--- config.mk ---
export PLATFORM = sky130hd
export DESIGN_NAME = midpoint_circle_pixel_generator_flat
export DESIGN_NICKNAME = d
export VERILOG_FILES = /design/src/hw/rtl/mcpg_pkg.sv /design/src/hw/rtl/mcpg_req_if.sv /design/src/hw/rtl/mcpg_pix_if.sv /design/src/hw/rtl/mcpg_stepper.sv /design/src/hw/rtl/mcpg_pixel_pipe.sv /design/src/hw/rtl/midpoint_circle_pixel_generator.sv /design/src/flat_wrapper.sv
export SDC_FILE = /design/constraint.sdc
export NUM_CORES = 1
export LEC_CHECK = 0
export ABC_AREA = 1
export BUFFER_PORTS_ARGS = -buffer_cell sky130_fd_sc_hd__buf_2
export CAP_MARGIN = 20
export CORE_MARGIN = 4
export CORE_UTILIZATION = 57
export CTS_CLUSTER_SIZE = 24
export DETAILED_ROUTE_END_ITERATION = 16
export PLACE_DENSITY = 0.89
export SLEW_MARGIN = 20
export SYNTH_ARGS = -nofsm -noshare
export SYNTH_HDL_FRONTEND = slang
export SYNTH_HIERARCHICAL = 1
export SYNTH_SLANG_ARGS = --single-unit
--- constraint.sdc ---
create_clock -name clk -period 8.32 [get_ports clk]
set_input_delay 2.496 -clock clk [delete_from_list [all_inputs] [get_ports clk]]
set_output_delay 2.496 -clock clk [all_outputs]
set_load 0.01 [all_outputs]
--- src/hw/rtl/mcpg_pkg.sv ---
// Shared constants, types and helpers of the midpoint circle pixel generator.
// Used by the request and pixel interfaces and by every RTL module.
package mcpg_pkg;

	localparam int CoordBits  = 12;
	localparam int ColorBits  = 16;
	localparam int RadiusW    = CoordBits - 1;
	localparam int PixW       = CoordBits + 1;
	localparam int ErrW       = CoordBits + 2;
	localparam int CalcW      = CoordBits + 2;
	localparam int ErrShift   = 4;
	localparam int PitchW     = 13;
	localparam int FrameW     = 25;
	localparam int OffsetW    = 25;
	localparam int CfgDataW   = 25;
	localparam int CfgIdxW    = 1;
	localparam int ProdW      = CalcW + PitchW + 1;
	localparam int OffW       = (ProdW + 1 > FrameW + 1) ? ProdW + 1 : FrameW + 1;

	localparam logic [PitchW-1:0] PitchReset = PitchW'(1024);
	localparam logic [FrameW-1:0] FrameReset = FrameW'(786432);

	typedef logic [CfgIdxW-1:0] cfg_idx_t;
	localparam cfg_idx_t CfgLinePitch   = cfg_idx_t'(0);
	localparam cfg_idx_t CfgFramePixels = cfg_idx_t'(1);

	typedef logic mode_t;
	localparam mode_t ModeStart = 1'b0;
	localparam mode_t ModeStep  = 1'b1;

	typedef logic [2:0] octant_t;
	localparam octant_t LastOctant = 3'd7;

	typedef struct packed {
		logic signed [CoordBits-1:0] x;
		logic signed [CoordBits-1:0] y;
		logic signed [CoordBits-1:0] cx;
		logic signed [CoordBits-1:0] cy;
		logic [ColorBits-1:0]        color;
		logic                        done;
	} job_t;

	typedef struct packed {
		logic signed [CalcW-1:0] dx;
		logic signed [CalcW-1:0] dy;
	} delta_t;

	// Mirror (x, y) into octant k, in emission order.
	function automatic delta_t mirror(input octant_t k, input logic signed [CoordBits-1:0] x,
		input logic signed [CoordBits-1:0] y);
		logic signed [CalcW-1:0] xe;
		logic signed [CalcW-1:0] ye;
		delta_t d;
		xe = CalcW'(x);
		ye = CalcW'(y);
		case (k)
			3'd0: begin d.dx = xe;  d.dy = ye;  end
			3'd1: begin d.dx = ye;  d.dy = xe;  end
			3'd2: begin d.dx = -xe; d.dy = ye;  end
			3'd3: begin d.dx = xe;  d.dy = -ye; end
			3'd4: begin d.dx = -xe; d.dy = -ye; end
			3'd5: begin d.dx = -ye; d.dy = -xe; end
			3'd6: begin d.dx = -ye; d.dy = xe;  end
			default: begin d.dx = ye; d.dy = -xe; end
		endcase
		return d;
	endfunction

endpackage

--- src/hw/rtl/mcpg_req_if.sv ---
// Request channel of the circle generator: start or step commands.
// Depends on mcpg_pkg for field widths.
interface mcpg_req_if;
	logic                                  valid;
	logic                                  ready;
	logic                                  mode;
	logic signed [mcpg_pkg::CoordBits-1:0] center_x;
	logic signed [mcpg_pkg::CoordBits-1:0] center_y;
	logic [mcpg_pkg::RadiusW-1:0]          radius;
	logic [mcpg_pkg::ColorBits-1:0]        color;

	modport source (output valid, mode, center_x, center_y, radius, color, input ready);
	modport sink (input valid, mode, center_x, center_y, radius, color, output ready);
endinterface

--- src/hw/rtl/mcpg_pix_if.sv ---
// Pixel channel of the circle generator: one pixel write per valid/ready transfer.
// Depends on mcpg_pkg for field widths.
interface mcpg_pix_if;
	logic                                valid;
	logic                                ready;
	logic signed [mcpg_pkg::PixW-1:0]    pixel_x;
	logic signed [mcpg_pkg::PixW-1:0]    pixel_y;
	logic signed [mcpg_pkg::OffsetW-1:0] pixel_offset;
	logic                                in_bounds;
	logic [mcpg_pkg::ColorBits-1:0]      pixel_color;
	logic                                last;
	logic                                done_res;

	modport source (output valid, pixel_x, pixel_y, pixel_offset, in_bounds, pixel_color, last,
		done_res, input ready);
	modport sink (input valid, pixel_x, pixel_y, pixel_offset, in_bounds, pixel_color, last,
		done_res, output ready);
endinterface

--- src/hw/rtl/mcpg_stepper.sv ---
// Rasterizer state: takes start and step requests, advances x, y and error,
// and hands each emitting step to the pixel pipeline. Depends on mcpg_pkg, mcpg_req_if.
module mcpg_stepper (
	input  logic              clk,
	input  logic              arst_n,
	mcpg_req_if.sink          req,
	output mcpg_pkg::job_t    job,
	output logic              job_vld,
	input  logic              job_take
);

	logic signed [mcpg_pkg::CoordBits-1:0] cur_x_q;
	logic signed [mcpg_pkg::CoordBits-1:0] cur_y_q;
	logic signed [mcpg_pkg::ErrW-1:0]      err_q;
	logic signed [mcpg_pkg::CoordBits-1:0] org_x_q;
	logic signed [mcpg_pkg::CoordBits-1:0] org_y_q;
	logic [mcpg_pkg::ColorBits-1:0]        color_q;
	logic                                  active_q;
	mcpg_pkg::job_t                        job_q;
	logic                                  job_vld_q;

	logic                                  accept;
	logic                                  is_step;
	logic                                  can_emit;
	logic                                  job_load;
	logic signed [mcpg_pkg::CoordBits-1:0] ny;
	logic signed [mcpg_pkg::ErrW-1:0]      e1;
	logic signed [mcpg_pkg::ErrW:0]        t;
	logic                                  take;
	logic signed [mcpg_pkg::ErrW-1:0]      nerr;
	logic signed [mcpg_pkg::CoordBits-1:0] nx;
	logic                                  fin;

	assign req.ready = !job_vld_q || job_take;
	assign accept    = req.valid && req.ready;
	assign is_step   = (req.mode == mcpg_pkg::ModeStep);
	assign can_emit  = !(cur_x_q < cur_y_q);
	assign job_load  = accept && is_step && active_q && can_emit;

	always_comb begin
		ny   = cur_y_q + mcpg_pkg::CoordBits'(1);
		e1   = err_q + mcpg_pkg::ErrW'(ny);
		t    = (mcpg_pkg::ErrW + 1)'(e1) - (mcpg_pkg::ErrW + 1)'(cur_x_q);
		take = !t[mcpg_pkg::ErrW];
		nerr = take ? t[mcpg_pkg::ErrW-1:0] : e1;
		nx   = take ? cur_x_q - mcpg_pkg::CoordBits'(1) : cur_x_q;
		fin  = nx < ny;
	end

	always_ff @(posedge clk or negedge arst_n) begin
		if (!arst_n) begin
			cur_x_q   <= '0;
			cur_y_q   <= '0;
			err_q     <= '0;
			org_x_q   <= '0;
			org_y_q   <= '0;
			color_q   <= '0;
			active_q  <= 1'b0;
			job_vld_q <= 1'b0;
		end else begin
			job_vld_q <= job_load || (job_vld_q && !job_take);
			if (accept) begin
				if (!is_step) begin
					cur_x_q  <= mcpg_pkg::CoordBits'(req.radius);
					cur_y_q  <= '0;
					err_q    <= mcpg_pkg::ErrW'(req.radius >> mcpg_pkg::ErrShift);
					org_x_q  <= req.center_x;
					org_y_q  <= req.center_y;
					color_q  <= req.color;
					active_q <= 1'b1;
				end else if (active_q && !can_emit) begin
					active_q <= 1'b0;
				end else if (active_q) begin
					cur_x_q  <= nx;
					cur_y_q  <= ny;
					err_q    <= nerr;
					active_q <= !fin;
				end
			end
		end
	end

	// Snapshot of the pixel job; origin and color are copied so a start may follow at once.
	always_ff @(posedge clk) begin
		if (job_load) begin
			job_q.x     <= cur_x_q;
			job_q.y     <= cur_y_q;
			job_q.cx    <= org_x_q;
			job_q.cy    <= org_y_q;
			job_q.color <= color_q;
			job_q.done  <= fin;
		end
	end

	assign job     = job_q;
	assign job_vld = job_vld_q;

	a_active_x_nonneg: assert property (@(posedge clk) disable iff (!arst_n)
		active_q |-> !cur_x_q[mcpg_pkg::CoordBits-1])
		else $error("active circle with negative x");

	a_step_emits: assert property (@(posedge clk) disable iff (!arst_n)
		accept && is_step && active_q && can_emit |=> job_vld_q)
		else $error("emitting step did not load a pixel job");

	a_start_activates: assert property (@(posedge clk) disable iff (!arst_n)
		accept && !is_step |=> active_q)
		else $error("start request did not activate the rasterizer");

endmodule

--- src/hw/rtl/mcpg_pixel_pipe.sv ---
// Pixel pipeline: issues the eight mirrored pixels of a job, one a cycle while not stalled,
// computes offset and bound flag over two register stages. Depends on mcpg_pkg, mcpg_pix_if.
module mcpg_pixel_pipe (
	input  logic                          clk,
	input  logic                          arst_n,
	input  mcpg_pkg::job_t                job,
	input  logic                          job_vld,
	output logic                          job_take,
	input  logic [mcpg_pkg::PitchW-1:0]   line_pitch,
	input  logic [mcpg_pkg::FrameW-1:0]   frame_pixels,
	mcpg_pix_if.source                    pix
);

	mcpg_pkg::octant_t                     k_q;
	logic                                  vld_s1;
	logic signed [mcpg_pkg::CalcW-1:0]     px_s1;
	logic signed [mcpg_pkg::ProdW-1:0]     prod_s1;
	logic [mcpg_pkg::ColorBits-1:0]        color_s1;
	logic                                  last_s1;
	logic                                  done_s1;
	logic                                  vld_s2;
	logic signed [mcpg_pkg::PixW-1:0]      pixel_x_s2;
	logic signed [mcpg_pkg::PixW-1:0]      pixel_y_s2;
	logic signed [mcpg_pkg::OffsetW-1:0]   offset_s2;
	logic                                  in_bounds_s2;
	logic [mcpg_pkg::ColorBits-1:0]        color_s2;
	logic                                  last_s2;
	logic                                  done_s2;
	logic signed [mcpg_pkg::PixW-1:0]      py_s1;

	logic                                  adv1;
	logic                                  adv2;
	logic                                  issue;
	mcpg_pkg::delta_t                      d;
	logic signed [mcpg_pkg::CalcW-1:0]     px_w;
	logic signed [mcpg_pkg::CalcW-1:0]     py_w;
	logic signed [mcpg_pkg::ProdW-1:0]     prod_w;
	logic signed [mcpg_pkg::OffW-1:0]      off_w;
	logic                                  inb_w;

	assign adv2     = !vld_s2 || pix.ready;
	assign adv1     = !vld_s1 || adv2;
	assign issue    = job_vld && adv1;
	assign job_take = issue && (k_q == mcpg_pkg::LastOctant);

	always_comb begin
		d      = mcpg_pkg::mirror(k_q, job.x, job.y);
		px_w   = mcpg_pkg::CalcW'(job.cx) + d.dx;
		py_w   = mcpg_pkg::CalcW'(job.cy) + d.dy;
		prod_w = mcpg_pkg::ProdW'(py_w) * mcpg_pkg::ProdW'($signed({1'b0, line_pitch}));
	end

	always_comb begin
		off_w = mcpg_pkg::OffW'(prod_s1) + mcpg_pkg::OffW'(px_s1);
		inb_w = !off_w[mcpg_pkg::OffW-1] &&
			(off_w[mcpg_pkg::OffW-2:0] < (mcpg_pkg::OffW - 1)'(frame_pixels));
	end

	always_ff @(posedge clk or negedge arst_n) begin
		if (!arst_n) begin
			k_q    <= '0;
			vld_s1 <= 1'b0;
			vld_s2 <= 1'b0;
		end else begin
			if (issue) begin
				k_q <= k_q + mcpg_pkg::octant_t'(1);
			end
			if (adv1) begin
				vld_s1 <= issue;
			end
			if (adv2) begin
				vld_s2 <= vld_s1;
			end
		end
	end

	always_ff @(posedge clk) begin
		if (issue) begin
			px_s1    <= px_w;
			py_s1    <= py_w[mcpg_pkg::PixW-1:0];
			prod_s1  <= prod_w;
			color_s1 <= job.color;
			last_s1  <= (k_q == mcpg_pkg::LastOctant);
			done_s1  <= job.done;
		end
		if (adv2 && vld_s1) begin
			pixel_x_s2   <= px_s1[mcpg_pkg::PixW-1:0];
			pixel_y_s2   <= py_s1;
			offset_s2    <= off_w[mcpg_pkg::OffsetW-1:0];
			in_bounds_s2 <= inb_w;
			color_s2     <= color_s1;
			last_s2      <= last_s1;
			done_s2      <= done_s1;
		end
	end

	assign pix.valid        = vld_s2;
	assign pix.pixel_x      = pixel_x_s2;
	assign pix.pixel_y      = pixel_y_s2;
	assign pix.pixel_offset = offset_s2;
	assign pix.in_bounds    = in_bounds_s2;
	assign pix.pixel_color  = color_s2;
	assign pix.last         = last_s2;
	assign pix.done_res     = done_s2;

	a_partial_job_held: assert property (@(posedge clk) disable iff (!arst_n)
		k_q != '0 |-> job_vld)
		else $error("pixel job dropped before all octants issued");

	a_job_kept_mid: assert property (@(posedge clk) disable iff (!arst_n)
		issue && k_q != mcpg_pkg::LastOctant |=> job_vld && k_q == $past(k_q) + 3'd1)
		else $error("octant sequence broken");

endmodule

--- src/hw/rtl/midpoint_circle_pixel_generator.sv ---
// Midpoint circle rasterizer: configuration registers, stepper and pixel pipeline.
// Depends on mcpg_pkg, mcpg_req_if, mcpg_pix_if, mcpg_stepper, mcpg_pixel_pipe.
//
// A start request loads center, radius and color and produces no pixels. Each step
// request emits the eight mirrored pixels of the current point, one per cycle while
// the pixel channel is ready; the single pixel issue port of the output pipeline
// sets that rate. The next step request is taken in the cycle the eighth pixel of
// the previous one issues. Start requests and steps that emit nothing are accepted
// whenever no pixel job is pending. Issued pixels pass through registers s1 and s2.
// Write line_pitch and frame_pixels only while the block is idle.
module midpoint_circle_pixel_generator (
	input  logic                             clk,
	input  logic                             arst_n,
	input  logic                             cfg_we,
	input  mcpg_pkg::cfg_idx_t               cfg_index,
	input  logic [mcpg_pkg::CfgDataW-1:0]    cfg_data,
	mcpg_req_if.sink                         req,
	mcpg_pix_if.source                       pix
);

	logic [mcpg_pkg::PitchW-1:0] line_pitch_q;
	logic [mcpg_pkg::FrameW-1:0] frame_pixels_q;
	mcpg_pkg::job_t              job;
	logic                        job_vld;
	logic                        job_take;

	always_ff @(posedge clk or negedge arst_n) begin
		if (!arst_n) begin
			line_pitch_q   <= mcpg_pkg::PitchReset;
			frame_pixels_q <= mcpg_pkg::FrameReset;
		end else if (cfg_we) begin
			case (cfg_index)
				mcpg_pkg::CfgLinePitch:   line_pitch_q   <= cfg_data[mcpg_pkg::PitchW-1:0];
				mcpg_pkg::CfgFramePixels: frame_pixels_q <= cfg_data[mcpg_pkg::FrameW-1:0];
				default: ;
			endcase
		end
	end

	mcpg_stepper u_stepper (
		.clk      (clk),
		.arst_n   (arst_n),
		.req      (req),
		.job      (job),
		.job_vld  (job_vld),
		.job_take (job_take)
	);

	mcpg_pixel_pipe u_pixel_pipe (
		.clk          (clk),
		.arst_n       (arst_n),
		.job          (job),
		.job_vld      (job_vld),
		.job_take     (job_take),
		.line_pitch   (line_pitch_q),
		.frame_pixels (frame_pixels_q),
		.pix          (pix)
	);

endmodule

--- src/flat_wrapper.sv ---
// flat-port wrapper written by rule: the top's interface ports become plain ports
module midpoint_circle_pixel_generator_flat 
  (clk, arst_n, cfg_we, cfg_index, cfg_data, req_valid, req_mode, req_center_x, req_center_y, req_radius, req_color, req_ready, pix_valid, pix_pixel_x, pix_pixel_y, pix_pixel_offset, pix_in_bounds, pix_pixel_color, pix_last, pix_done_res, pix_ready);
  mcpg_req_if req_i ();
  mcpg_pix_if pix_i ();
  input  logic clk;
  input  logic arst_n;
  input  logic cfg_we;
  input  mcpg_pkg::cfg_idx_t cfg_index;
  input  logic [mcpg_pkg::CfgDataW-1:0] cfg_data;
  input wire logic [$bits(req_i.valid)-1:0] req_valid;
  input wire logic [$bits(req_i.mode)-1:0] req_mode;
  input wire logic [$bits(req_i.center_x)-1:0] req_center_x;
  input wire logic [$bits(req_i.center_y)-1:0] req_center_y;
  input wire logic [$bits(req_i.radius)-1:0] req_radius;
  input wire logic [$bits(req_i.color)-1:0] req_color;
  output wire logic [$bits(req_i.ready)-1:0] req_ready;
  output wire logic [$bits(pix_i.valid)-1:0] pix_valid;
  output wire logic [$bits(pix_i.pixel_x)-1:0] pix_pixel_x;
  output wire logic [$bits(pix_i.pixel_y)-1:0] pix_pixel_y;
  output wire logic [$bits(pix_i.pixel_offset)-1:0] pix_pixel_offset;
  output wire logic [$bits(pix_i.in_bounds)-1:0] pix_in_bounds;
  output wire logic [$bits(pix_i.pixel_color)-1:0] pix_pixel_color;
  output wire logic [$bits(pix_i.last)-1:0] pix_last;
  output wire logic [$bits(pix_i.done_res)-1:0] pix_done_res;
  input wire logic [$bits(pix_i.ready)-1:0] pix_ready;
  assign req_i.valid = req_valid;
  assign req_i.mode = req_mode;
  assign req_i.center_x = req_center_x;
  assign req_i.center_y = req_center_y;
  assign req_i.radius = req_radius;
  assign req_i.color = req_color;
  assign req_ready = req_i.ready;
  assign pix_valid = pix_i.valid;
  assign pix_pixel_x = pix_i.pixel_x;
  assign pix_pixel_y = pix_i.pixel_y;
  assign pix_pixel_offset = pix_i.pixel_offset;
  assign pix_in_bounds = pix_i.in_bounds;
  assign pix_pixel_color = pix_i.pixel_color;
  assign pix_last = pix_i.last;
  assign pix_done_res = pix_i.done_res;
  assign pix_i.ready = pix_ready;
  midpoint_circle_pixel_generator u_core (.clk(clk), .arst_n(arst_n), .cfg_we(cfg_we), .cfg_index(cfg_index), .cfg_data(cfg_data), .req(req_i), .pix(pix_i));
endmodule
# ---- Yosys cells after proc, flatten, opt, wreduce, memory -nomap -nowiden
# Index checks and enable logic that the tools add are counted.
dict set report totals {
  register_bits 331
  latch_bits 0
  ram_bits 0
  romBits 0
  inputBits 83
  mem_count 0
}
dict set report op_classes {
  add_sub_neg 10
  multipliers 1
  n_div 0
  magnitude_cmp 3
  n_eq_ne 9
  n_shift 0
  n_mux 15
  bitwise_logic 2
  n_reduce_logical 26
}
# op n
set ops {}
lappend ops {{$pmux W28 S7} 1}
lappend ops {{$mux W12} 7}
lappend ops {{$mux W14} 4}
lappend ops {{$add A28 B14 Y29} 1}
lappend ops {{$add A12 B14 Y14} 2}
lappend ops {{$lt A28 B25 Y1} 1}
lappend ops {{$mul A14 B14 Y28} 1}
lappend ops {{$neg A12 Y14} 2}
lappend ops {{$lt A12 B12 Y1} 2}
lappend ops {{$sub A14 B12 Y15} 1}
lappend ops {{$add A14 B12 Y14} 1}
lappend ops {{$add A12 B2 Y12 const B} 1}
lappend ops {{$eq A3 B3 Y1 const B} 4}
lappend ops {{$sub A12 B2 Y12 const B} 1}
lappend ops {{$logic_and A1 B1 Y1} 10}
lappend ops {{$logic_not A1 Y1} 7}
lappend ops {{$eq A3 B2 Y1 const B} 2}
lappend ops {{$reduce_and A2 Y1} 3}
lappend ops {{$logic_or A1 B1 Y1} 4}
lappend ops {{$add A3 B1 Y3 const B} 1}
lappend ops {{$eq A3 B1 Y1 const B} 1}
lappend ops {{$logic_not A3 Y1} 1}
lappend ops {{$mux W1} 3}
lappend ops {{$reduce_and A3 Y1} 1}
lappend ops {{3 further kinds} 4}

# ---- Logic depth before layout (Yosys ltp)
dict set report logic_depth {
  ltp_word 11
  mapped_depth 47
  depth_no_buf 46
}

# ---- Hierarchy
# Netlist, hierarchy kept.
# mod instances cells_each area_per_inst_um2
set modules_own_cells {}
lappend modules_own_cells {mcpg_pixel_pipe 1 1867 16454.5}
lappend modules_own_cells {mcpg_stepper 1 717 7445.9}
lappend modules_own_cells {midpoint_circle_pixel_generator 1 166 1511.4}

# ---- Worst setup path before layout
# OpenSTA, ideal clock, no wires.
dict set report synth_path {
  path_kind {reg-to-reg}
  start {register u_core.u_stepper.job_q (netlist bit u_core/u_stepper/job[53])}
  end {register u_core/u_pixel_pipe/prod_s1[27] (netlist bit), data pin}
  setup_time_ns 0.253
  t_arrival_ns 7.864
  t_required_ns 8.067
  setup_slack_ns 0.203
  path_stages_with_launch 42
  n_path_buf 1
  synth_period_minus_slack_ns 8.117
  path_cell_list {edfxtp_1 -> inv_1 -> ha_1 -> nand3_1 -> nor3_1 -> nand2_1 -> nor2_1 -> xor2_1 -> nand2_1 -> o2111ai_1 -> ha_1 -> a21oi_1 -> o21ai_0 -> nand2_1 -> nand3_1 -> inv_1 -> nand2_1 -> nand3_1 -> (+6 left out) -> fa_1 -> inv_1 -> fa_1 -> inv_1 -> fa_1 -> inv_1 -> fa_1 -> inv_1 -> fa_1 -> inv_1 -> ha_1 -> inv_1 -> nor3_1 -> nand3_1 -> or2_2 -> and3_1 -> nand3_1 -> nand2_1}
}
dict set report synth_via {
  elab_chain_cells 4
}
# item line_no
set synth_rtl {}
lappend synth_rtl {{from (decl)} mcpg_stepper.sv:19} ;# mcpg_pkg::job_t job_q;
lappend synth_rtl {{$neg A12 Y14} {mcpg_pkg.sv:62, mcpg_pkg.sv:64}}
lappend synth_rtl {{$pmux W28 S7 *} mcpg_pkg.sv:56} ;# case (k)
lappend synth_rtl {{$add A12 B14 Y14 *} mcpg_pixel_pipe.sv:49} ;# py_w = mcpg_pkg::CalcW'(job.cy) + d.dy;
lappend synth_rtl {{$mul A14 B14 Y28 *} mcpg_pixel_pipe.sv:50} ;# prod_w = mcpg_pkg::ProdW'(py_w) * mcpg_pkg::ProdW'($signed({1'b0, line_pitch}));
lappend synth_rtl {{net u_core.u_pixel_pipe.prod_w (one bit)} mcpg_pixel_pipe.sv:37} ;# logic signed [mcpg_pkg::ProdW-1:0] prod_w;
lappend synth_rtl {{to (signal assigned)} mcpg_pixel_pipe.sv:81} ;# prod_s1 <= prod_w;
lappend synth_rtl {{to (decl)} mcpg_pixel_pipe.sv:17} ;# logic signed [mcpg_pkg::ProdW-1:0] prod_s1;
# Mark *: on every way through the listed nets, which the timed path passes. The rest lies on a longest branch.
# A chain may end at the register's enable or synchronous reset.

# ---- Worst setup path in the final report
dict set report layout_path {
  start {register u_core.u_pixel_pipe.k_q[1]}
  end {register u_core/u_pixel_pipe/prod_s1[17] (netlist bit), data pin}
}
dict set report layout_via {
  elab_chain_cells 4
  elab_cells_between_ends 10
  cone_classes {add/sub (1); mul (1); eq/ne (6); mux (1); reduce/logical (1)}
}
# item line_no
set layout_rtl {}
lappend layout_rtl {{from (decl)} mcpg_pixel_pipe.sv:14} ;# mcpg_pkg::octant_t k_q;
lappend layout_rtl {{from (signal assigned)} mcpg_pixel_pipe.sv:66} ;# k_q <= k_q + mcpg_pkg::octant_t'(1);
lappend layout_rtl {{$eq A3 B3 Y1, or another cell as far along} mcpg_pkg.sv:56}
lappend layout_rtl {{$pmux W28 S7 *} mcpg_pkg.sv:56}
lappend layout_rtl {{$add A12 B14 Y14 *} mcpg_pixel_pipe.sv:49}
lappend layout_rtl {{net u_core.u_pixel_pipe.py_w (one bit)} mcpg_pixel_pipe.sv:36} ;# logic signed [mcpg_pkg::CalcW-1:0] py_w;
lappend layout_rtl {{$mul A14 B14 Y28 *} mcpg_pixel_pipe.sv:50}
lappend layout_rtl {{net u_core.u_pixel_pipe.prod_w (one bit)} mcpg_pixel_pipe.sv:37}
# Marks and branches as above.

==> results.yml <==
timing:
  tns_ns: -0.625
  drv_slew: 0
  fin_crit_sh_pct: 102
  skew_ns: 0.0337
  timing.final.crit_period_ns: 8.51
  hold_viol_final: 0
  worstMarginPinSlew_ns: 0.991
  relSlewSlack_pct: 33.8
  finalSetupViolations: 6
  setup_ws_ns: -0.195
  max_freq_mhz: 117
logic_synthesis:
  synth-seq-area-share_pct: 36.7
  yosys_warnings: 6
  ys_types: 59
  syn_inst: 2750
  synth.area.top_cells: "edfxtp_1 25%, fa_1 15%, dfrtp_1 12%"
  syn-mean-instance-area_um2: 9.24
  syn_area_um2: 25400
  synth_top_area_cell: "edfxtp_1"
  netlist.area_leader.share_pct: 24.6
  syn-num-nets: 3228
  ys_ff_latch: 331
layout:
  final_nets: 3493
  final_common_cell: "nand2_1"
  fillerInstances: 3100
  drive_gt1_share_pct: 19.0
  area_growth_pct: 16.9
  most-common-layout-cells: "514 x nand2_1, 448 x inv_1, 208 x edfxtp_1, 194 x nor2_1, 180 x ha_1"
route:
  dr.pass1.iters: 8
  routed_wl_um: 69500
  drc_errors: 0
  drtIter0Drc: 2616
  wl_per_cell_um: 19.1
  via_per_inst: 5.84
  final_antenna_net_count: 0
  via_count: 21247
clocking:
  h-tree-depth: 2
  clock-sinks: 331
  ctsHoldBuffers: 0
  cts_buffers: 37
  root_buffer: "clkbuf_16"
  clkLatencyLatePin_ns: 0.56
  clk_path_buf_depth: 3
  clk_pin_slew_ns: 0.06
  cts_tree: "built"
global_routing:
  grt_start_max_net_pins: 69
  antenna_found_initial: 1
  grt_pass1_wl_um: 104000
  grt_overflow: 0
  gr-usage-all-layers_pct: 27.0
  first_global_vias: 20616
critical_path:
  critPathCaptureType: "flip-flop"
  arrival_ns: 8.90
  cp.required_ns: 8.70
  crit_fanout: 5
  slowest_delay_ns: 0.58
  crit_type: "flip-flop to flip-flop"
  crit_path_start_kind: "flip-flop"
  slowest_stage: "fa_1"
  crit_path_frequent_cell: "fa_1"
die:
  num_rows: 77
  die_w_um: 219
  dieArea_um2: 48000
  dieHeight_um: 219
  ioPinCount: 155
  start_util_pct: 57.6
  coreArea_um2: 44100
run_status:
  violations: "setup timing"
  status: "finished with violations"
place:
  gp_congestion: 1.02
  portBuffers: 154
  dpl.hpwl_um: 48500
run:
  max_cap_violations: 0
hold_path:
  worst_hold_path_type: "flip-flop to flip-flop"
worst paths after layout:
check	start	end	slack, ns	cells past startpoint
hold reg to reg	u_core/u_stepper/job[10]$_DFFE_PP_	u_core/u_pixel_pipe/color_s1[9]$_DFFE_PP_	0.42	0
min in group asynchronous	arst_n	u_core/u_stepper/err_q[0]$_DFFE_PN0P_	2.01	1
setup / recovery	u_core/u_pixel_pipe/k_q[1]$_DFFE_PN0P_	u_core/u_pixel_pipe/prod_s1[17]$_DFFE_PP_	-0.19	40
max in group asynchronous	arst_n	u_core/frame_pixels_q[22]$_DFFE_PN0P_	4.89	2
hold / removal	u_core/u_stepper/job[10]$_DFFE_PP_	u_core/u_pixel_pipe/color_s1[9]$_DFFE_PP_	0.42	0
setup reg to reg	u_core/u_pixel_pipe/k_q[1]$_DFFE_PN0P_	u_core/u_pixel_pipe/prod_s1[17]$_DFFE_PP_	-0.19	40
synth_stat cells, drive strengths merged:
master / number
o21ai: 107
clkinv: 2
inv: 494
and2: 1
dfrtp: 120
ha: 210
or2: 9
o211ai: 8
a211oi: 4
a221oi: 2
nand3b: 2
xor2: 85
o2111ai: 14
and3: 2
mux2: 40
o21bai: 8
dfstp: 3
clkbuf: 20
a22oi: 3
o221ai: 4
edfxtp: 208
nor3: 24
nand2: 546
o22ai: 18
fa: 185
o21a: 9
a221o: 1
a21oi: 161
nand3: 133
o31ai: 2
nor4: 5
xnor2: 36
nor2: 218
buf: 22
a31oi: 10
a21boi: 5
a21o: 14
nand4: 15
state kept, by name, summed over array words and instances, names as in the netlist, 13 cells and up:
name / flops
u_core/frame_pixels_q: 25
u_core/line_pitch_q: 13
u_core/u_pixel_pipe/color_s1: 16
u_core/u_pixel_pipe/pix.pixel_color: 16
u_core/u_pixel_pipe/pix.pixel_offset: 25
u_core/u_pixel_pipe/pix.pixel_x: 13
u_core/u_pixel_pipe/pix.pixel_y: 13
u_core/u_pixel_pipe/prod_s1: 28
u_core/u_pixel_pipe/px_s1: 14
u_core/u_pixel_pipe/py_s1: 13
u_core/u_stepper/color_q: 16
u_core/u_stepper/err_q: 14
u_core/u_stepper/job: 65
per-stage QoR:
stage                     area, µm²  hold WS (ns)  std cells  utilization, %  setup WS (ns)
final                         29700         0.416       3637            67.3         -0.195
after detailed placement      27100         0.405       3499            61.4         -0.322
after floorplan               25400         0.400       2750               -          0.203
after global placement        27100         0.400       3499            61.4         -0.136
after CTS                     28400         0.414       3570            64.5      -0.000925
after global routing          29700         0.422       3637            67.3         -0.453
cells by family after synthesis:
kind of cell	after synthesis	synth area share (%)
flops	331	36.7
xor+xnor	121	4.30
compound gates	370	8.34
fa+ha+maj	395	24.9
simple gates	955	15.8
buf+inv	538	8.12
mux	40	1.77
final cells by class:
| cell class | count | area (µm²) | share of cell area [%] |
|---|---|---|---|
| multi-input cells | 1881 | 14800 | 49.9 |
| flip-flops and latches | 331 | 9330 | 31.4 |
| inverters | 496 | 1900 | 6.39 |
| repair buffers | 267 | 1640 | 5.53 |
| clock buffers | 52 | 1010 | 3.41 |
| well taps | 592 | 741 | 2.49 |
| clock inverters | 16 | 251 | 0.847 |
| repair inverters | 1 | 7.51 | 0.0253 |
| diodes | 1 | 2.50 | 0.00842 |
per-layer routing:
metal	vias up	GRT usage [%]	routed length [µm]
met5	-	0	0
met4	0	10.7	4400
met3	412	5.01	6460
met2	1317	45.3	32600
met1	10071	34.9	26000
li1	9447	-	-
worst max-delay path: cells and delay by family, from the launching register on:
family,cells,cell delay (ns)
DFF,1,0.42
adders and majority gates,10,4.28
AOI/OAI and AO/OA,4,0.66
buffers and inverters,12,1.14
xor gates and xnor gates,1,0.23
and+or+nand+nor,13,1.59
repair_timing:
action                                  in CTS  in global routing
gates cloned                                 0                  1
resized for setup                           20                179
pin swaps                                    2                111
buffers inserted                             3                 65
endpoints found under the setup margin      10                 18
Power is left out: the tool's default activity adds up to more than one toggle a clock period on the data nets, which glitch-free logic cannot reach.
